[config.mk]
export PLATFORM = sky130hd
export DESIGN_NAME = rmq_sqrt
export DESIGN_NICKNAME = d
export VERILOG_FILES = /design/src/hw/rtl/rotation_matrix_to_quaternion_top_macros.svh /design/src/hw/rtl/rmq_pkg.sv /design/src/hw/rtl/rmq_sqrt.sv
export SDC_FILE = /design/constraint.sdc
export NUM_CORES = 1
export LEC_CHECK = 0
export BUFFER_PORTS_ARGS = -buffer_cell sky130_fd_sc_hd__buf_2
export CAP_MARGIN = 5
export CORE_ASPECT_RATIO = 1.75
export CORE_UTILIZATION = 30
export DETAILED_ROUTE_END_ITERATION = 7
export GPL_TIMING_DRIVEN = 0
export PLACE_DENSITY = 0.5
export SLEW_MARGIN = 15
export SYNTH_ARGS = -nofsm -noshare
export SYNTH_HDL_FRONTEND = slang
export SYNTH_SLANG_ARGS = --single-unit
[constraint.sdc]
create_clock -name clk -period 11.5 [get_ports clk]
set_input_delay 1.725 -clock clk [delete_from_list [all_inputs] [get_ports clk]]
set_output_delay 1.725 -clock clk [all_outputs]
set_load 0.1 [all_outputs]
[src/hw/rtl/rotation_matrix_to_quaternion_top_macros.svh]
// Assertion macros shared by the rotation matrix to quaternion RTL.
// Depends on nothing; the including module supplies clk and rst_n.
`ifndef ROTATION_MATRIX_TO_QUATERNION_TOP_MACROS_SVH
`define ROTATION_MATRIX_TO_QUATERNION_TOP_MACROS_SVH

`ifndef NO_ASSERTIONS
// Property checked on every clock edge outside reset.
`define RMQ_ASSERT(lbl, prop, msg) \
  lbl: assert property (@(posedge clk) disable iff (!rst_n) prop) \
    else $error(msg);
// Condition that must hold in the cycle after a trigger.
`define RMQ_ASSERT_NEXT(lbl, ante, cons, msg) \
  lbl: assert property (@(posedge clk) disable iff (!rst_n) (ante) |=> (cons)) \
    else $error(msg);
`else
`define RMQ_ASSERT(lbl, prop, msg)
`define RMQ_ASSERT_NEXT(lbl, ante, cons, msg)
`endif

`endif

[src/hw/rtl/rmq_pkg.sv]
// Shared constants, stage types and arithmetic step functions for the
// rotation matrix to quaternion pipeline. Depends on nothing.
package rmq_pkg;

  localparam int FRAC_BITS = 14;
  localparam int DATA_W    = 16;
  localparam int SUM_W     = 19;              // trace and s before clamping
  localparam int S_W       = 17;              // positive s, at most 114687
  localparam int NUM_W     = 17;              // signed numerators
  localparam int MAG_W     = 17;              // numerator magnitude
  localparam int RAD_W     = 32;              // s scaled, padded to even width
  localparam int ROOT_W    = RAD_W / 2;
  localparam int SQR_W     = ROOT_W + 3;      // square root partial remainder
  localparam int DVD_W     = 32;
  localparam int DVS_W     = ROOT_W + 1;
  localparam int REM_W     = DVS_W + 1;
  localparam int LANES     = 4;               // w, x, y, z
  localparam int STEPS     = 2;               // digit steps per stage
  localparam int SQ_STAGES = ROOT_W / STEPS;
  localparam int DV_STAGES = DVD_W / STEPS;

  localparam logic signed [SUM_W-1:0] ONE_FX = SUM_W'(1 << FRAC_BITS);
  localparam logic [DVD_W-1:0] POS_LIMIT = DVD_W'(32767);
  localparam logic [DVD_W-1:0] NEG_LIMIT = DVD_W'(32768);
  localparam logic signed [DATA_W-1:0] OUT_MAX = 16'sh7FFF;
  localparam logic signed [DATA_W-1:0] OUT_MIN = 16'sh8000;

  // Numerators per lane after the front stage.
  typedef struct packed {
    logic                        degen;
    logic [LANES-1:0]            half_sel;
    logic [LANES-1:0]            neg;
    logic [LANES-1:0][MAG_W-1:0] mag;
  } rmq_num_t;

  typedef struct packed {
    logic             degen;
    logic [LANES-1:0] half_sel;
    logic [LANES-1:0] neg;
    logic [LANES-1:0] nz;
  } rmq_meta_t;

  typedef struct packed {
    logic [RAD_W-1:0]  rad;
    logic [SQR_W-1:0]  rem;
    logic [ROOT_W-1:0] root;
  } rmq_sq_t;

  typedef struct packed {
    logic [DVD_W-1:0] dvd;
    logic [REM_W-1:0] rem;
    logic [DVD_W-1:0] quo;
  } rmq_lane_t;

  typedef struct packed {
    rmq_meta_t                  meta;
    logic [ROOT_W-1:0]          root;
    logic [DVS_W-1:0]           dvs;
    logic [LANES-1:0][$bits(rmq_lane_t)-1:0] lane;
  } rmq_dstage_t;

  function automatic logic signed [NUM_W-1:0] fx_add(logic signed [DATA_W-1:0] a,
                                                      logic signed [DATA_W-1:0] b);
    return NUM_W'(a) + NUM_W'(b);
  endfunction

  function automatic logic signed [NUM_W-1:0] fx_sub(logic signed [DATA_W-1:0] a,
                                                      logic signed [DATA_W-1:0] b);
    return NUM_W'(a) - NUM_W'(b);
  endfunction

  // Magnitude of a signed numerator; the most negative value maps to 65536.
  function automatic logic [MAG_W-1:0] fx_mag(logic signed [NUM_W-1:0] n);
    return n[NUM_W-1] ? MAG_W'(~n + NUM_W'(1)) : MAG_W'(n);
  endfunction

  // One digit of the integer square root, two radicand bits at a time.
  function automatic rmq_sq_t sqrt_step(rmq_sq_t cur);
    rmq_sq_t          res;
    logic [SQR_W-1:0] rem2;
    logic [SQR_W-1:0] trial;
    rem2  = {cur.rem[SQR_W-3:0], cur.rad[RAD_W-1:RAD_W-2]};
    trial = SQR_W'({cur.root, 2'b01});
    res.rad = {cur.rad[RAD_W-3:0], 2'b00};
    if (rem2 >= trial) begin
      res.rem  = rem2 - trial;
      res.root = {cur.root[ROOT_W-2:0], 1'b1};
    end else begin
      res.rem  = rem2;
      res.root = {cur.root[ROOT_W-2:0], 1'b0};
    end
    return res;
  endfunction

  // One bit of restoring division.
  function automatic rmq_lane_t div_step(rmq_lane_t cur, logic [DVS_W-1:0] dvs);
    rmq_lane_t        res;
    logic [REM_W-1:0] rem2;
    rem2    = {cur.rem[REM_W-2:0], cur.dvd[DVD_W-1]};
    res.dvd = {cur.dvd[DVD_W-2:0], 1'b0};
    if (rem2 >= REM_W'(dvs)) begin
      res.rem = rem2 - REM_W'(dvs);
      res.quo = {cur.quo[DVD_W-2:0], 1'b1};
    end else begin
      res.rem = rem2;
      res.quo = {cur.quo[DVD_W-2:0], 1'b0};
    end
    return res;
  endfunction

  // Apply the numerator sign and saturate to the output range.
  function automatic logic signed [DATA_W-1:0] sat_div(logic [DVD_W-1:0] quo, logic neg);
    if (!neg) begin
      return (quo > POS_LIMIT) ? OUT_MAX : $signed(quo[DATA_W-1:0]);
    end
    return (quo >= NEG_LIMIT) ? OUT_MIN : $signed(-quo[DATA_W-1:0]);
  endfunction

endpackage

[src/hw/rtl/rmq_sqrt.sv]
// Pipelined integer square root of s scaled by the fraction bits, two
// result bits per stage; numerators ride along. Depends on rmq_pkg.
module rmq_sqrt (
  input  logic                          clk,
  input  logic                          rst_n,
  input  logic                          up_valid,
  output logic                          up_ready,
  input  logic [rmq_pkg::S_W-1:0]       up_s,
  input  rmq_pkg::rmq_num_t             up_num,
  output logic                          dn_valid,
  input  logic                          dn_ready,
  output logic [rmq_pkg::ROOT_W-1:0]    dn_root,
  output rmq_pkg::rmq_num_t             dn_num
);
  import rmq_pkg::*;

  logic [SQ_STAGES-1:0] v_r;
  logic [SQ_STAGES-1:0] en;
  rmq_sq_t              st_r  [SQ_STAGES];
  rmq_num_t             num_r [SQ_STAGES];

  for (genvar g = 0; g < SQ_STAGES; g++) begin : g_stage
    logic     v_in;
    rmq_sq_t  st_in;
    rmq_sq_t  st_nxt;
    rmq_num_t num_in;

    // Stage input: the radicand enters at the first stage.
    if (g == 0) begin : g_first
      assign v_in   = up_valid;
      assign st_in  = '{rad: RAD_W'({up_s, {FRAC_BITS{1'b0}}}), rem: '0, root: '0};
      assign num_in = up_num;
    end else begin : g_next
      assign v_in   = v_r[g-1];
      assign st_in  = st_r[g-1];
      assign num_in = num_r[g-1];
    end

    // Enable: a stage moves when empty or when the one after it moves.
    if (g == SQ_STAGES - 1) begin : g_last_en
      assign en[g] = !v_r[g] || dn_ready;
    end else begin : g_mid_en
      assign en[g] = !v_r[g] || en[g+1];
    end

    always_comb begin
      st_nxt = st_in;
      for (int k = 0; k < STEPS; k++) st_nxt = sqrt_step(st_nxt);
    end

    always_ff @(posedge clk) begin
      if (!rst_n) begin
        v_r[g] <= 1'b0;
      end else if (en[g]) begin
        v_r[g] <= v_in;
      end
    end

    always_ff @(posedge clk) begin
      if (en[g]) begin
        st_r[g]  <= st_nxt;
        num_r[g] <= num_in;
      end
    end
  end

  assign up_ready = en[0];
  assign dn_valid = v_r[SQ_STAGES-1];
  assign dn_root  = st_r[SQ_STAGES-1].root;
  assign dn_num   = num_r[SQ_STAGES-1];

endmodule

==> impl_metrics.tcl, run 1 <==
set metrics [dict create \
    path_class "flip-flop to flip-flop" \
    yosysWarnings 0 \
    finClkSkew_ps 55.7 \
    cts_tree "built" \
    fmax_mhz 148 \
    tightest_slew_ps 1110 \
    slowest_stage "a2111oi_0" \
    fin_crit_sh_pct 58.8 \
    final_util_pct 35.6 \
    r2r_cells 20 \
    cp-start-kind "flip-flop" \
    cts_buffers 80 \
    setup_ws_ps 4740 \
    regArea_sq_um 24900 \
    multi_input_area_sq_um 8070 \
    portBuffers 192 \
    antenna_found_initial 1 \
    viasPerCell 4.52 \
    max-slew-margin-rel_pct 24.8 \
    num-fill-cells 10632 \
    grt_pass1_vias 18784 \
    timing.critical_path.buf_inv 4 \
    hold_ws_ps 391 \
    seq_area_frac_synth_pct 74.3 \
    io_pins 193 \
    rsz0062_at_grt "false" \
    ys_top_cells_by_area "edfxtp_1, ha_1, xnor2_1, a21oi_1, nor2_1" \
    rows 161 \
    mostFrequentLayoutCell "edfxtp_1" \
    coreArea_sq_um 110000 \
    whs_path_depth 0 \
    yosysTopAreaCell "edfxtp_1" \
    rr_startpoint "st_r[1][1]" \
    drive_above_1_share_pct 16.7 \
    reg2reg_slack_ps 4740 \
    dp_cells 3778 \
    post_cts_buffers 0 \
    hold_class "flip-flop to flip-flop" \
    drc_errors 0 \
    final_nets 2629 \
    cp.required_ps 11900 \
    first_pass_iters 5 \
    status "finished, final reports clean" \
    critical_path.max_stage_delay_ps 730 \
    drt_iter0_drc 739 \
    async_reset_ff_share_pct 0 \
    start_util_pct 30.4 \
    chipHeight_um 444 \
    finalHoldViolCount 0 \
    p_leak_nw 15.0 \
    min_period_ps 6760 \
    ys_ff_latch 832 \
    synth.distinct_cells 84 \
    end_kind "flip-flop" \
    cts_buffer_depth 3 \
    layout_common_cells "edfxtp_1, buf_2, ha_1" \
    syn-cell-area_sq_um 33500 \
    finalSetupTns_ps 0 \
    gp_congestion 0.873 \
    worstPathArrival_ps 7160 \
    drtAntennaViolNets 0 \
    pre_cts_ws_ps 4730 \
    cts_hold_buf 0 \
    die_area_sq_um 113000 \
    rr_endpoint "st_r[1][91]" \
    clkLatencyLatePin_ps 680 \
    finalInstanceArea_sq_um 39300 \
    setup_viol 0 \
    htree_num_levels 3 \
    cap_violations 0 \
    dp_hpwl_mm 46.6 \
    synthCells 2110 \
    path_max_fanout 11 \
    die_w_um 255 \
    cts-resized-gates 0 \
    synth_edf_count 824 \
    grt_use_total_pct 11.5 \
    wl_mm 64.4 \
    syn_area_per_cell_sq_um 15.9 \
    routedWlPerCell_um 16.4 \
    p_per_area_nw_per_um2 218 \
    gr-total-overflow 0 \
    clock-sinks 832 \
    synthesis.nets 2346 \
    fin_cells 3925 \
    crit_chain "inv_1, ha_1, a211o_1, a2111oi_1, o31ai_1, a21oi_2, clkbuf_1, o21ai_0, ha_1, a21o_1, a21oi_1, o21bai_1, a2111oi_0, o31ai_1, nor2_1, nand2_1, or2_0, buf_2, buf_4, mux2_1" \
    path_delay_family "compound AO/OA/AOI/OAI gates" \
    areaGrowthSynthToFinish_pct 17.2 \
    grt_pass1_wl_mm 101 \
    slew_violations 0 \
    vias 17722 \
    clockRootBuffer "clkbuf_16" \
    synth_top_area_share_pct 73.8 \
    worst_ir_drop_vdd_v 0.000125 \
    hp-start "num_r[1][167]" \
    path_clk_slew_ps 70 \
    hold_end "num_r[1][244]" \
    place_area_sq_um 36600 \
    power.total_mw 8.56 \
    grt_max_degree 77 \
    yosys_most_used_dff "edfxtp_1" \
]
## per-layer routing
metal	GRT usage [%]	up-vias	wire, um
li1	-	8599	-
met1	12.7	8564	25700
met2	20.8	408	33200
met3	2.32	151	2930
met4	5.81	0	2540
met5	0	-	0
## flip-flops by register name, indices dropped and copies added (netlist names)
register,flops
num_r,616
g_stage.v_in,7
dn_valid,1
st_r,208
## cells in the mapped netlist, types with 25 or more instances
library cell	number
o21ai_0	67
nand2_1	109
a21oi_1	122
xnor2_1	83
nor2b_1	25
inv_1	111
ha_1	132
nor3_1	40
mux2_2	31
a21o_1	26
edfxtp_1	824
o21a_1	33
xor2_1	43
nor2_1	123
## cells by family (layout without fill, tap and decap cells)
family	after synthesis	in the layout	share of synthesized area, %
fa+ha+maj	138	138	5.28
other cells	0	1	0
xor+xnor	126	126	3.29
compound gates	360	360	6.91
flops	832	832	74.3
simple gates	470	470	7.12
buf+inv	143	490	1.74
mux	41	41	1.39
## final cells by class
| type | count | area share (%) |
|---|---|---|
| diodes | 1 | 0.00637 |
| plain buffers | 27 | 0.376 |
| clock buffers | 92 | 5.26 |
| clock inverters | 54 | 1.56 |
| inverters | 116 | 1.17 |
| multi-input cells | 1135 | 20.5 |
| flip-flops and latches | 832 | 63.4 |
| well taps | 1467 | 4.67 |
| repair buffers | 201 | 3.06 |
## power by group
part	internal (mW)	total (mW)	switching [mW]
Clock	1.49	2.66	1.16
Combinational	0.852	2.05	1.20
Sequential	3.70	3.85	0.149
## worst max path at each step
stage	start	to	slack, ps	depth (start not counted)
3_3_place_gp	dn_ready	up_ready	2870	8
6_report	st_r[1][1]	st_r[1][91]	4740	20
2_1_floorplan	dn_ready	up_ready	4530	6
3_5_place_dp	st_r[1][1]	st_r[1][91]	4730	20
4_1_cts	st_r[1][1]	st_r[1][91]	4670	20
5_1_grt	st_r[1][1]	st_r[1][91]	4230	20
Note: power is estimated with default switching activity, not from simulation.
==> run 2: changes to the inputs <==
--- a/config.mk
+++ b/config.mk
@@ -11,7 +11,7 @@
 export CORE_UTILIZATION = 30
 export DETAILED_ROUTE_END_ITERATION = 7
 export GPL_TIMING_DRIVEN = 0
-export PLACE_DENSITY = 0.5
+export PLACE_DENSITY = 0.52
 export SLEW_MARGIN = 15
 export SYNTH_ARGS = -nofsm -noshare
 export SYNTH_HDL_FRONTEND = slang
==> constraint.sdc (replaced) <==
create_clock -name clk -period 5.7 [get_ports clk]
set_input_delay 0.855 -clock clk [delete_from_list [all_inputs] [get_ports clk]]
set_output_delay 0.855 -clock clk [all_outputs]
set_load 0.1 [all_outputs]
==> run 2 against run 1 <==
Against the previous run: combinational power is 110% higher; clock skew is 25 ps lower; global-route usage hardly changed; wire length is 1.2% higher; total power is 100% higher; worst hold slack worse by 22 ps; critical path depth stayed put; utilization is 0.24 points higher.
==> impl_metrics.tcl, run 2 (synthesis results as in run 1) <==
set metrics [dict create \
    vias 17746 \
    path_class "flip-flop to flip-flop" \
    critical_path.max_stage_delay_ps 500 \
    status "finished, final reports clean" \
    worst_ir_drop_vdd_v 0.000218 \
    layout_common_cells "edfxtp_1, buf_2, ha_1" \
    die_area_sq_um 113000 \
    path_max_fanout 11 \
    antenna_found_initial 1 \
    path_clk_slew_ps 60 \
    drt_iter0_drc 816 \
    io_pins 193 \
    cp-start-kind "flip-flop" \
    largest_reg_flops 616 \
    drive_above_1_share_pct 18.0 \
    clockRootBuffer "clkbuf_16" \
    gp_congestion 0.875 \
    start_util_pct 30.4 \
    crit_path_start "st_r[1][1]" \
    cts_buffer_depth 3 \
    areaGrowthSynthToFinish_pct 18.0 \
    setup_viol 0 \
    setup_ws_ps 228 \
    die_w_um 255 \
    pre_cts_ws_ps -1050 \
    fmax_mhz 183 \
    clock-sinks 832 \
    grt_use_total_pct 11.6 \
    p_per_area_nw_per_um2 440 \
    p_clk_share_pct 30.8 \
    rows 161 \
    switchingPower_mw 5.05 \
    fin_cells 3941 \
    slew_violations 0 \
    coreArea_sq_um 110000 \
    seqPwrFrac_pct 44.7 \
    tightest_slew_ps 1040 \
    finalSetupTns_ps 0 \
    rr_startpoint "st_r[1][1]" \
    htree_num_levels 3 \
    clkLatencyLatePin_ps 660 \
    combPwrFrac_pct 24.5 \
    wl_mm 65.1 \
    end_kind "flip-flop" \
    dp_hpwl_mm 47.2 \
    worstPathArrival_ps 5860 \
    hold_class "input port to flip-flop" \
    final_nets 2642 \
    cts_buffers 81 \
    p_leak_nw 15.1 \
    largest-register "num_r" \
    min_period_ps 5470 \
    cap_violations 0 \
    cp.required_ps 6090 \
    p_sw_share_pct 29.0 \
    hold_ws_ps 369 \
    first_pass_iters 5 \
    grt_pass1_wl_mm 101 \
    hp-start "up_s[10]" \
    chipHeight_um 444 \
    fin_crit_sh_pct 96.0 \
    crit_chain "inv_2, ha_1, a211o_1, a2111oi_4, o31ai_4, a21oi_2, buf_4, mux2_2, fa_1, a21o_1, a21oi_2, o21bai_2, a2111oi_4, o31ai_4, nor2_2, nand2_2, or2_0, buf_2, buf_4, mux2_1" \
    finClkSkew_ps 30.9 \
    mostFrequentLayoutCell "edfxtp_1" \
    gr-total-overflow 0 \
    routedWlPerCell_um 16.5 \
    drtAntennaViolNets 0 \
    p_int_mw 12.3 \
    portBuffers 192 \
    grt_pass1_vias 18679 \
    viasPerCell 4.50 \
    finalHoldViolCount 0 \
    max-slew-margin-rel_pct 29.9 \
    cts_tree "built" \
    drc_errors 0 \
    dp_cells 3778 \
    grt_max_degree 80 \
    slowest_stage "a2111oi_4" \
]
[run 2: changes by cell type in the layout (fill, tap and decap cells not counted), moves of 4 or more]
| cell | previous run | this run |
|---|---|---|
| clkbuf_4 | 0 | 4 |
| o21ai_0 | 67 | 63 |
| buf_4 | 1 | 14 |
| clkbuf_1 | 24 | 20 |
| clkinv_1 | 19 | 24 |
[run 2: metal layers]
layer	routed length, um	vias up	track usage [%]
met5	0	-	0
met4	2280	0	5.24
met3	2730	123	2.22
met2	33400	385	20.7
met1	26700	8590	13.1
li1	-	8648	-
[run 2: worst paths after layout]
kind                                      to  slack, ps  cells past startpoint
worst max-delay path             st_r[1][91]        230                     20
worst min-delay path             st_r[0][59]        370                      1
worst max register to register   st_r[1][91]        230                     20
worst min register to register  num_r[1][33]        400                      0
[run 2: timing repair]
item                                    in CTS  in global routing
pin swaps                                    4                  8
hold buffers                                 0                  0
gates cloned                                 0                  0
resized for setup                           17                 29
setup buffers                                4                  9
endpoints found under the setup margin      50                 68
[run 2: worst max-delay path: cells and delay by family, from the launching register on]
family | cells | cell delay, ps
buf+inv | 4 | 630
flops | 1 | 440
simple gates | 3 | 570
compound gates | 9 | 2180
mux | 2 | 700
fa+ha+maj | 2 | 690
[run 2: final cells by class]
cell class,instances,area (sq um)
clock inverter,55,556
tap,1467,1840
fill,10586,70800
timing repair buffer,214,1300
sequential,832,24900
clock buffer,95,2120
multi-input combinational,1135,8220
antenna,1,2.50
buffer,26,160
inverter,116,463
[run 2: through the flow]
step / cell area (sq um) / total power [mW] / utilization [%]
6_report: 39600 / 17.4 / 35.8
4_1_cts: 39400 / 17.5 / 35.7
3_5_place_dp: 36600 / 12.0 / 33.2
2_1_floorplan: 33500 / 11.1 / -
5_1_grt: 39600 / 18.4 / 35.8
3_3_place_gp: 36300 / 11.9 / 32.9
[run 2: power groups by stage]
stage	Clock, mW	Combinational, mW	Sequential, mW
after global placement	0	4.02	7.89
after global routing	5.79	4.75	7.84
after floorplan	0	2.99	8.09
after CTS	5.58	4.18	7.78
after detailed placement	0	4.12	7.91
final	5.36	4.27	7.78
