`src/hw/rtl/rotation_matrix_to_quaternion_top_macros.svh`:
```
// Assertion macros shared by the rotation matrix to quaternion RTL.
// Depends on nothing; the including module supplies clk and rst_n.
`ifndef ROTATION_MATRIX_TO_QUATERNION_TOP_MACROS_SVH
`define ROTATION_MATRIX_TO_QUATERNION_TOP_MACROS_SVH

`ifndef NO_ASSERTIONS
// Property checked on every clock edge outside reset.
`define RMQ_ASSERT(lbl, prop, msg) \
  lbl: assert property (@(posedge clk) disable iff (!rst_n) prop) \
    else $error(msg);
// Condition that must hold in the cycle after a trigger.
`define RMQ_ASSERT_NEXT(lbl, ante, cons, msg) \
  lbl: assert property (@(posedge clk) disable iff (!rst_n) (ante) |=> (cons)) \
    else $error(msg);
`else
`define RMQ_ASSERT(lbl, prop, msg)
`define RMQ_ASSERT_NEXT(lbl, ante, cons, msg)
`endif

`endif

```
`src/hw/rtl/rmq_pkg.sv`:
```
// Shared constants, stage types and arithmetic step functions for the
// rotation matrix to quaternion pipeline. Depends on nothing.
package rmq_pkg;

  localparam int FRAC_BITS = 14;
  localparam int DATA_W    = 16;
  localparam int SUM_W     = 19;              // trace and s before clamping
  localparam int S_W       = 17;              // positive s, at most 114687
  localparam int NUM_W     = 17;              // signed numerators
  localparam int MAG_W     = 17;              // numerator magnitude
  localparam int RAD_W     = 32;              // s scaled, padded to even width
  localparam int ROOT_W    = RAD_W / 2;
  localparam int SQR_W     = ROOT_W + 3;      // square root partial remainder
  localparam int DVD_W     = 32;
  localparam int DVS_W     = ROOT_W + 1;
  localparam int REM_W     = DVS_W + 1;
  localparam int LANES     = 4;               // w, x, y, z
  localparam int STEPS     = 2;               // digit steps per stage
  localparam int SQ_STAGES = ROOT_W / STEPS;
  localparam int DV_STAGES = DVD_W / STEPS;

  localparam logic signed [SUM_W-1:0] ONE_FX = SUM_W'(1 << FRAC_BITS);
  localparam logic [DVD_W-1:0] POS_LIMIT = DVD_W'(32767);
  localparam logic [DVD_W-1:0] NEG_LIMIT = DVD_W'(32768);
  localparam logic signed [DATA_W-1:0] OUT_MAX = 16'sh7FFF;
  localparam logic signed [DATA_W-1:0] OUT_MIN = 16'sh8000;

  // Numerators per lane after the front stage.
  typedef struct packed {
    logic                        degen;
    logic [LANES-1:0]            half_sel;
    logic [LANES-1:0]            neg;
    logic [LANES-1:0][MAG_W-1:0] mag;
  } rmq_num_t;

  typedef struct packed {
    logic             degen;
    logic [LANES-1:0] half_sel;
    logic [LANES-1:0] neg;
    logic [LANES-1:0] nz;
  } rmq_meta_t;

  typedef struct packed {
    logic [RAD_W-1:0]  rad;
    logic [SQR_W-1:0]  rem;
    logic [ROOT_W-1:0] root;
  } rmq_sq_t;

  typedef struct packed {
    logic [DVD_W-1:0] dvd;
    logic [REM_W-1:0] rem;
    logic [DVD_W-1:0] quo;
  } rmq_lane_t;

  typedef struct packed {
    rmq_meta_t                  meta;
    logic [ROOT_W-1:0]          root;
    logic [DVS_W-1:0]           dvs;
    logic [LANES-1:0][$bits(rmq_lane_t)-1:0] lane;
  } rmq_dstage_t;

  function automatic logic signed [NUM_W-1:0] fx_add(logic signed [DATA_W-1:0] a,
                                                      logic signed [DATA_W-1:0] b);
    return NUM_W'(a) + NUM_W'(b);
  endfunction

  function automatic logic signed [NUM_W-1:0] fx_sub(logic signed [DATA_W-1:0] a,
                                                      logic signed [DATA_W-1:0] b);
    return NUM_W'(a) - NUM_W'(b);
  endfunction

  // Magnitude of a signed numerator; the most negative value maps to 65536.
  function automatic logic [MAG_W-1:0] fx_mag(logic signed [NUM_W-1:0] n);
    return n[NUM_W-1] ? MAG_W'(~n + NUM_W'(1)) : MAG_W'(n);
  endfunction

  // One digit of the integer square root, two radicand bits at a time.
  function automatic rmq_sq_t sqrt_step(rmq_sq_t cur);
    rmq_sq_t          res;
    logic [SQR_W-1:0] rem2;
    logic [SQR_W-1:0] trial;
    rem2  = {cur.rem[SQR_W-3:0], cur.rad[RAD_W-1:RAD_W-2]};
    trial = SQR_W'({cur.root, 2'b01});
    res.rad = {cur.rad[RAD_W-3:0], 2'b00};
    if (rem2 >= trial) begin
      res.rem  = rem2 - trial;
      res.root = {cur.root[ROOT_W-2:0], 1'b1};
    end else begin
      res.rem  = rem2;
      res.root = {cur.root[ROOT_W-2:0], 1'b0};
    end
    return res;
  endfunction

  // One bit of restoring division.
  function automatic rmq_lane_t div_step(rmq_lane_t cur, logic [DVS_W-1:0] dvs);
    rmq_lane_t        res;
    logic [REM_W-1:0] rem2;
    rem2    = {cur.rem[REM_W-2:0], cur.dvd[DVD_W-1]};
    res.dvd = {cur.dvd[DVD_W-2:0], 1'b0};
    if (rem2 >= REM_W'(dvs)) begin
      res.rem = rem2 - REM_W'(dvs);
      res.quo = {cur.quo[DVD_W-2:0], 1'b1};
    end else begin
      res.rem = rem2;
      res.quo = {cur.quo[DVD_W-2:0], 1'b0};
    end
    return res;
  endfunction

  // Apply the numerator sign and saturate to the output range.
  function automatic logic signed [DATA_W-1:0] sat_div(logic [DVD_W-1:0] quo, logic neg);
    if (!neg) begin
      return (quo > POS_LIMIT) ? OUT_MAX : $signed(quo[DATA_W-1:0]);
    end
    return (quo >= NEG_LIMIT) ? OUT_MIN : $signed(-quo[DATA_W-1:0]);
  endfunction

endpackage

```
`src/hw/rtl/rmq_front.sv`:
```
// Front stage: trace, branch and pivot choice, square root argument and the
// signed numerators of the divided terms. Depends on rmq_pkg.
module rmq_front (
  input  logic                          clk,
  input  logic                          rst_n,
  input  logic                          up_valid,
  output logic                          up_ready,
  input  logic signed [15:0]            r00,
  input  logic signed [15:0]            r01,
  input  logic signed [15:0]            r02,
  input  logic signed [15:0]            r10,
  input  logic signed [15:0]            r11,
  input  logic signed [15:0]            r12,
  input  logic signed [15:0]            r20,
  input  logic signed [15:0]            r21,
  input  logic signed [15:0]            r22,
  output logic                          dn_valid,
  input  logic                          dn_ready,
  output logic [rmq_pkg::S_W-1:0]       dn_s,
  output rmq_pkg::rmq_num_t             dn_num
);
  import rmq_pkg::*;

  localparam logic [1:0] IDX_X = 2'd0;
  localparam logic [1:0] IDX_Y = 2'd1;
  localparam logic [1:0] IDX_Z = 2'd2;

  logic                     v_r;
  logic [S_W-1:0]           s_r;
  rmq_num_t                 num_r;
  logic                     en;
  logic signed [SUM_W-1:0]  trace;
  logic signed [SUM_W-1:0]  s_val;
  logic [1:0]               idx;
  logic                     trace_pos;
  logic                     degen;
  logic [LANES-1:0]         half_sel;
  logic signed [NUM_W-1:0]  num [LANES];
  logic [S_W-1:0]           s_nxt;
  rmq_num_t                 num_nxt;

  // Branch choice and per-lane numerators.
  always_comb begin
    trace     = SUM_W'(r00) + SUM_W'(r11) + SUM_W'(r22);
    trace_pos = trace > 0;
    idx = IDX_X;
    if (r11 > r00) idx = IDX_Y;
    if (r22 > ((idx == IDX_Y) ? r11 : r00)) idx = IDX_Z;
    for (int l = 0; l < LANES; l++) num[l] = '0;
    if (trace_pos) begin
      half_sel = 4'b0001;
      s_val    = trace + ONE_FX;
      num[1]   = fx_sub(r21, r12);
      num[2]   = fx_sub(r02, r20);
      num[3]   = fx_sub(r10, r01);
    end else begin
      case (idx)
        IDX_X: begin
          half_sel = 4'b0010;
          s_val    = SUM_W'(r00) - SUM_W'(r11) - SUM_W'(r22) + ONE_FX;
          num[0]   = fx_sub(r21, r12);
          num[2]   = fx_add(r10, r01);
          num[3]   = fx_add(r20, r02);
        end
        IDX_Y: begin
          half_sel = 4'b0100;
          s_val    = SUM_W'(r11) - SUM_W'(r22) - SUM_W'(r00) + ONE_FX;
          num[0]   = fx_sub(r02, r20);
          num[1]   = fx_add(r01, r10);
          num[3]   = fx_add(r21, r12);
        end
        default: begin
          half_sel = 4'b1000;
          s_val    = SUM_W'(r22) - SUM_W'(r00) - SUM_W'(r11) + ONE_FX;
          num[0]   = fx_sub(r10, r01);
          num[1]   = fx_add(r02, r20);
          num[2]   = fx_add(r12, r21);
        end
      endcase
    end
    degen = !trace_pos && (s_val <= 0);
    s_nxt = degen ? '0 : s_val[S_W-1:0];
    num_nxt.degen    = degen;
    num_nxt.half_sel = half_sel;
    for (int l = 0; l < LANES; l++) begin
      num_nxt.neg[l] = num[l][NUM_W-1];
      num_nxt.mag[l] = fx_mag(num[l]);
    end
  end

  assign en       = !v_r || dn_ready;
  assign up_ready = en;

  // Stage register.
  always_ff @(posedge clk) begin
    if (!rst_n) begin
      v_r <= 1'b0;
    end else if (en) begin
      v_r <= up_valid;
    end
  end

  always_ff @(posedge clk) begin
    if (en) begin
      s_r   <= s_nxt;
      num_r <= num_nxt;
    end
  end

  assign dn_valid = v_r;
  assign dn_s     = s_r;
  assign dn_num   = num_r;

endmodule

```
`config.mk`:
```
export PLATFORM = sky130hd
export DESIGN_NAME = rmq_front
export DESIGN_NICKNAME = d
export VERILOG_FILES = /design/src/hw/rtl/rotation_matrix_to_quaternion_top_macros.svh /design/src/hw/rtl/rmq_pkg.sv /design/src/hw/rtl/rmq_front.sv
export SDC_FILE = /design/constraint.sdc
export NUM_CORES = 1
export LEC_CHECK = 0
export BUFFER_PORTS_ARGS = -buffer_cell sky130_fd_sc_hd__buf_2
export CORE_MARGIN = 4
export CORE_UTILIZATION = 45
export DETAILED_ROUTE_END_ITERATION = 8
export PLACE_DENSITY = 0.74
export REMOVE_ABC_BUFFERS = 1
export SYNTH_ARGS = -nofsm -noshare
export SYNTH_HDL_FRONTEND = slang
export SYNTH_SLANG_ARGS = --single-unit
```
`constraint.sdc`:
```
create_clock -name clk -period 9.69 [get_ports clk]
set_input_delay 0.4845 -clock clk [delete_from_list [all_inputs] [get_ports clk]]
set_output_delay 0.4845 -clock clk [all_outputs]
set_load 0.05 [all_outputs]
```
==> metrics.md, run 1 <==
| Metric | Value |
|---|---|
| # IOs | roughly 240 |
| CP Class | in -> reg |
| Die height | between 200 and 250 um |
| Hpwl dp | 52700 um |
| Relative max-transition margin | 0.0383 |
| WL final | approximately 64000 um |
| Vias in the first global route | 16853 |
| Fmax | 0.125 GHz |
| Synth async-reset ratio | 0 |
| GP Congestion | between 1 and 1.5 |
| Largest net degree at the start of global routing | 64 |
| Post-DR wirelength/cell | 22.3 um |
| Port bufs | 243 |
| Congestion Overflow GR | 0 |
| WP data required | a little under 10000 ps |
| Cts hold-fix bufs | 0 |
| Post-CTS setup buffers | 0 |
| Final Util | 0.503 |
| P per Cell Area | 217 nW/um^2 |
| Die area | 43400 sq um |
| Crit path DAT | 8140 ps |
| All-Layer GR Usage | 0.282 |
| Pre-Repair DR Iteration Count | 6 |
| Lkg Pwr | around 9 nW |
| Via Count | 17357 |
| Register bit total from synthesis | 95 |
| Post-synth top flop | edfxtp_1 |
| Biggest area consumer among synthesized cells | ha_1 |
| # fillers | 3812 |
| CTS Sinks | 95 |
| # H-tree levels | 3 |
| Seq. cell area | between 2000 and 3000 sq um |
| Distinct cells, synth | 102 |
| Root Driver | clkbuf_16 |
| FF-to-FF setup slack | 7640 ps |
| Final period util | 0.827 |
| Core Area | between 30000 and 40000 sq um |
| Unrepaired setup endpoints after global routing | no |
| Row count | 73 |
| Post-synth EDFFs | 94 |
| Tightest Pin Transition | around 1400 ps |
| Fin crit period | about 8000 ps |
| Final Setup Violations | 0 |
| CP Capture Type | register |
| Mapped Area | 18000 sq um |
| Synth Area per Inst | around 8.4 sq um |
| Max-slew violations | 0 |
| Clk slew on worst S/H paths | 70 ps |
| Die Span X | 208 um |
| Hold crit path type | in -> reg |
| CP max FO | 28 |
| Area Growth Syn to Fin | 10.6% |
| DR iter-0 viols | 2103 |
| Gate Count Post-Synth | about 2200 |
| Yosys warns | 0 |
| CTS tree | built |
| MaxCap Viol Count | 0 |
| Later-pin clock latency in the skew report | 390 ps |
| Area of the multi-input gates | between 10000 and 15000 sq um |
| Initial antenna violation count | 1 |
| Post-synth top area share | 0.180 |
| DRC errors left | 0 |
| Initial Util | 0.455 |
| First-pass GRT wire length | 97100 um |
| Seq/Total Area, Yosys | 0.158 |
| Post-route ant nets | 0 |
| Peak supply drop | 0.139 mV |
| Clock skew | 21.6 ps |
| Synth area leaders | ha_1 (18%), edfxtp_1 (16%), fa_1 (8.2%), xnor2_1 (5.2%), a21oi_1 (4.4%) |
| Share of layout cells above drive strength 1 | 0.145 |
| Final Hold Fails | 0 |
| Setup TNS | 0 ps |
| TritonCTS buffer count | 9 |
| Setup crit start kind | input port |
| Layout net count | 2816 |
| PnR worst setup slack | 1670 ps |
| Status | completed |
| Vias/cell | 6.06 |
| Clk buf depth | 2 |
| Worst slack at placement | around 1100 ps |
| Post-CTS Resized | 0 |
| ANT cells | 0 |
where the power goes:
group          leakage [nW]  total, mW  internal [mW]  switching, mW
combinational          7.85       3.13          0.957           2.17
clock                 0.154      0.404          0.207          0.197
sequential             1.02      0.792          0.697         0.0946
total                  9.02       4.32           1.86           2.46
final cells by class:
class                      count  area share
inverter                     188      0.0354
clock inverter                 7     0.00427
tap                          525      0.0329
clock buffer                   9      0.0113
sequential                    95       0.143
timing repair buffer         257      0.0662
multi-input combinational   1783       0.707
synth_stat cells, types with 7 or more instances:
cell type and count:
o21a_1 23, fa_1 74, nor3_1 52, a31oi_1 29, a311oi_1 8, buf_1 7
ha_1 260, o21ai_1 9, a211oi_1 25, buf_2 20, o31ai_1 20, or2_2 14
a21oi_1 157, a21boi_0 7, xnor2_1 107, nor3b_1 10, clkbuf_1 51, nand4_1 9
o22ai_1 26, nor2b_1 31, nor4b_1 9, nor2_1 152, xor2_1 65, o211ai_1 24
a211o_1 9, or4_1 8, o311ai_0 9, nor4_1 18, nand2_1 146, and3_1 9
nand2b_1 38, and2_1 11, inv_1 186, o221ai_1 8, o21ai_0 114, a21o_1 40
edfxtp_1 94, or3_1 18, o21bai_1 17, mux2i_1 49, mux2_2 17, a2111oi_0 7
nand3_1 38
registers in the layout, summed over array words and instances (netlist names):
signal,cells
dn_valid,1
dn_num,77
dn_s,17
path summary, 6_finish.rpt:
kind / from / end / cells after the start
hold / removal: up_valid / dn_valid / 3
hold reg to reg: dn_valid / dn_num[56] / 1
setup reg to reg: dn_valid / dn_num[55] / 2
setup / recovery: r00[9] / dn_num[20] / 21
worst max-delay path, cell delays in order:
cell and delay, ps:
buf_2 150, inv_1 130, ha_1 340, nor4_1 1050, nand2_1 90, a21oi_1 450
nor4_2 190, o21ai_4 520, buf_4 380, mux2i_1 230, ha_1 260, a41oi_1 200
a21oi_1 220, nor4_1 770, or3_2 640, nand2_1 580, o22a_1 360, mux2_2 330
inv_1 330, o311ai_0 240, xnor2_1 170
kinds of logic (layout without fill, tap and decap cells):
kind of cell | count (synthesis) | after routing | synth area share
simple gates | 585 | 585 | 0.162
mux | 68 | 68 | 0.0397
xor+xnor | 172 | 172 | 0.0835
flops | 95 | 95 | 0.158
compound gates | 624 | 624 | 0.233
buf+inv | 275 | 461 | 0.0618
fa+ha+maj | 334 | 334 | 0.262
metal layers:
layer  GRT usage  wire length (um)
met4       0.105              2600
met5           0                16
met3      0.0581              6070
met1       0.388             27500
met2       0.439             27800
through the flow:
stage / hold WS (ps) / cell area [sq um] / power (mW) / cells
after global routing: 368 / 19900 / 4.55 / 2864
after floorplan: 623 / 17600 / 2.96 / 2066
after CTS: 349 / 19900 / 4.27 / 2864
after detailed placement: 751 / 19600 / 3.85 / 2848
final: 362 / 19900 / 4.32 / 2864
after global placement: 742 / 19600 / 3.83 / 2848
placed cells by master (no fill, tap or decap), types with 9 or more instances in the layout:
master     count
nor2b_1       31
o21ai_1        9
a21oi_1      157
o21ai_0      114
mux2i_1       49
or3_1         17
a211oi_1      25
ha_1         260
buf_4         14
xor2_1        65
nand2b_1      37
buf_2        243
o311ai_0       9
nand4_1        9
o22ai_1       26
nor3b_1       10
xnor2_1      107
o21a_1        23
and3_1         9
mux2_2        17
o211ai_1      24
inv_1        186
o31ai_1       20
a211o_1        9
nor4_1        18
and2_1        11
clkbuf_16      9
nand3_1       38
nor2_1       152
o21bai_1      17
edfxtp_1      94
or2_2         14
a31oi_1       29
a21o_1        40
nand2_1      146
fa_1          74
nor3_1        51
No activity file was read; power rests on OpenSTA's default activity.
==> run 2: changes to the inputs <==
- ABC_AREA: not set -> 1
- PLACE_DENSITY: 0.74 -> 0.76
- clock period: 9.69 -> 6.45 ns (I/O delays scaled with it)
==> run 2 against run 1 <==
Against the previous run: global-route usage is 1.4 points lower; design area is 3.1% higher; critical path depth is 11 higher; sequential cell count stayed put; wire length is 3.5% lower; combinational power is 85% higher; count of clock-buffer cells in the layout is 1 higher; synthesized cell count is 28% higher; utilization hardly changed; largest cell class unchanged; largest power group unchanged.
==> metrics.md, run 2 <==
| Metric | Value |
|---|---|
| Port bufs | 243 |
| Die height | 211 um |
| Via Count | 18765 |
| Core Area | 40800 sq um |
| Seq/Total Area, Yosys | 0.153 |
| # H-tree levels | 3 |
| Clk buf depth | 2 |
| Final Hold Fails | 0 |
| Cts hold-fix bufs | 0 |
| Post-synth top area share | 0.175 |
| All-Layer GR Usage | 0.268 |
| First-pass GRT wire length | approximately 95000 um |
| DRC errors left | 0 |
| Die area | 44600 sq um |
| Setup crit start kind | input port |
| Final period util | 0.865 |
| R2r endpoint | dn_num[34] |
| Initial antenna violation count | 10 |
| Post-route ant nets | 0 |
| Hold crit path type | in -> reg |
| Fin crit period | 5580 ps |
| Fmax | 0.179 GHz |
| Worst slack at placement | 558 ps |
| WP data required | around 6600 ps |
| Share of layout cells above drive strength 1 | 0.114 |
| # IOs | ~240 |
| Tightest Pin Transition | 1200 ps |
| Post-Place Cell Area | 20200 sq um |
| Synth async-reset ratio | 0 |
| DR iter-0 viols | 1959 |
| Final Setup Violations | 0 |
| Post-CTS Resized | 0 |
| Crit-path most repeated cell | nand2_1 |
| Relative max-transition margin | 0.202 |
| CTS tree | built |
| CP max FO | 61 |
| Synth Area per Inst | 6.71 sq um |
| Initial Util | 0.455 |
| Gate Count Post-Synth | 2766 |
| Min-delay src | up_valid |
| Register bit total from synthesis | 95 |
| Hold path endpoint | dn_valid |
| Layout net count | 3451 |
| Hpwl dp | 53500 um |
| Status | completed |
| MaxCap Viol Count | 0 |
| CP Capture Type | register |
| Mapped Area | 18600 sq um |
| # fillers | 4280 |
| PnR worst setup slack | roughly 870 ps |
| P per Cell Area | approximately 370 nW/um^2 |
| Unrepaired setup endpoints after global routing | no |
| Commonest non-fill, non-tap cells in the layout | nand2_1 (790), inv_1 (402), ha_1 (260) |
| Peak supply drop | 0.192 mV |
| Max-slew violations | 0 |
| Distinct cells, synth | 51 |
| Cell with the most instances after synthesis | nand2_1 |
| Clk slew on worst S/H paths | 80 ps |
| Biggest area consumer among synthesized cells | ha_1 |
| Yosys warns | 0 |
| CP Class | in -> reg |
| CP peak stage delay | 690 ps |
| Post-synth EDFFs | 94 |
| CTS Sinks | 95 |
| FF-to-FF setup slack | between 4000 and 5000 ps |
| Max FFs per register | 77 |
| Critical path's slowest cell | fa_1 |
| Reg2Reg Depth | 2 |
| Synth area leaders | ha_1 (18%), nand2_1 (16%), edfxtp_1 (15%), inv_1 (8.1%), fa_1 (8.0%) |
| Post-CTS setup buffers | 0 |
| Synth cell count leaders | nand2_1 (791), inv_1 (402), ha_1 (260) |
| Finished Cell Area | just over 20000 sq um |
| Vias in the first global route | 17050 |
| Worst hold stages | 3 |
| Post-synth top flop | edfxtp_1 |
| TritonCTS buffer count | 9 |
| Pre-Repair DR Iteration Count | 5 |
| Row count | 74 |
| WL final | 61700 um |
| Area Growth Syn to Fin | 10.7% |
| Largest net degree at the start of global routing | 95 |
| Root Driver | clkbuf_16 |
| Die Span X | ~210 um |
| Lkg Pwr | 11.3 nW |
| Crit path DAT | 5690 ps |
| Commonest non-fill, non-tap cell in the layout | nand2_1 |
| Critical R2R Launch | dn_valid |
| Clock skew | roughly 14 ps |
| GP Congestion | roughly 1.0 |
| Post-DR wirelength/cell | 17.6 um |
| Congestion Overflow GR | 0 |
| Later-pin clock latency in the skew report | 350 ps |
| Vias/cell | 5.35 |
==> run 2: cell types whose count changed in the layout (fill, tap and decap cells not counted), moves of 27 or more <==
cell | before | now
inv_1 | 186 | 402
mux2i_1 | 49 | 0
nand2_1 | 146 | 790
nand2b_1 | 37 | 0
nand3_1 | 38 | 195
nand4_1 | 9 | 50
nor2_1 | 152 | 206
nor2b_1 | 31 | 0
o21ai_0 | 114 | 87
xnor2_1 | 107 | 27
xor2_1 | 65 | 111
==> run 2: report_power, final <==
part / internal, mW / switching (mW)
Combinational: 1.61 / 4.19
Sequential: 1.12 / 0.106
Clock: 0.308 / 0.246
Total: 3.04 / 4.54
==> run 2: cells by family after synthesis <==
group | Yosys count | share of synthesized area
AND/OR/NAND/NOR | 1344 | 0.311
XOR/XNOR | 139 | 0.0656
buffers and inverters | 485 | 0.105
adder cells (fa/ha/maj) | 334 | 0.255
AO/OA/AOI/OAI | 369 | 0.111
flip-flops | 95 | 0.153
==> run 2: critical path: cells and delay by family <==
family / cells / cell delay [ps]
buf+inv: 6 / 830
compound gates: 2 / 330
fa+ha+maj: 4 / 1590
xor+xnor: 1 / 180
simple gates: 19 / 2360
==> run 2: worst max path at each step <==
stage	startpoint	end	slack, ps	cells after the start
2_1_floorplan	r00[7]	dn_num[31]	-300	31
3_3_place_gp	r00[2]	dn_num[48]	540	31
3_5_place_dp	r00[2]	dn_num[48]	560	31
4_1_cts	r00[2]	dn_num[48]	920	31
5_1_grt	r00[3]	dn_num[48]	330	31
6_report	r00[2]	dn_num[29]	870	32
==> run 2: stage by stage <==
stage               hold slack (ps)  cells  setup TNS, ps   util  power [mW]
floorplan                       464   2693          -4950      -        5.31
global placement                502   3490              0  0.496        6.90
detailed placement              507   3490              0  0.496        6.92
CTS                             201   3506              0  0.503        7.49
global route                    215   3506              0  0.503        8.17
finish                          210   3510              0  0.503        7.58
==> run 2: routing by layer <==
layer	global-route usage	vias to the layer above	part of all wire
met1	0.415	8571	0.48
met5	0	-	0.0016
met2	0.388	803	0.40
met3	0.0557	73	0.10
li1	-	9302	-
met4	0.0458	16	0.017
==> run 2: cell type report <==
| type | instances | area [sq um] | share of cell area |
|---|---|---|---|
| clock buffers | 10 | 229 | 0.0111 |
| diodes | 4 | 10.0 | 0.000487 |
| inverters | 412 | 1550 | 0.0752 |
| well taps | 532 | 666 | 0.0324 |
| multi-input cells | 2186 | 13800 | 0.671 |
| repair buffers | 265 | 1390 | 0.0678 |
| clock inverters | 6 | 76.3 | 0.00371 |
| flip-flops and latches | 95 | 2840 | 0.138 |
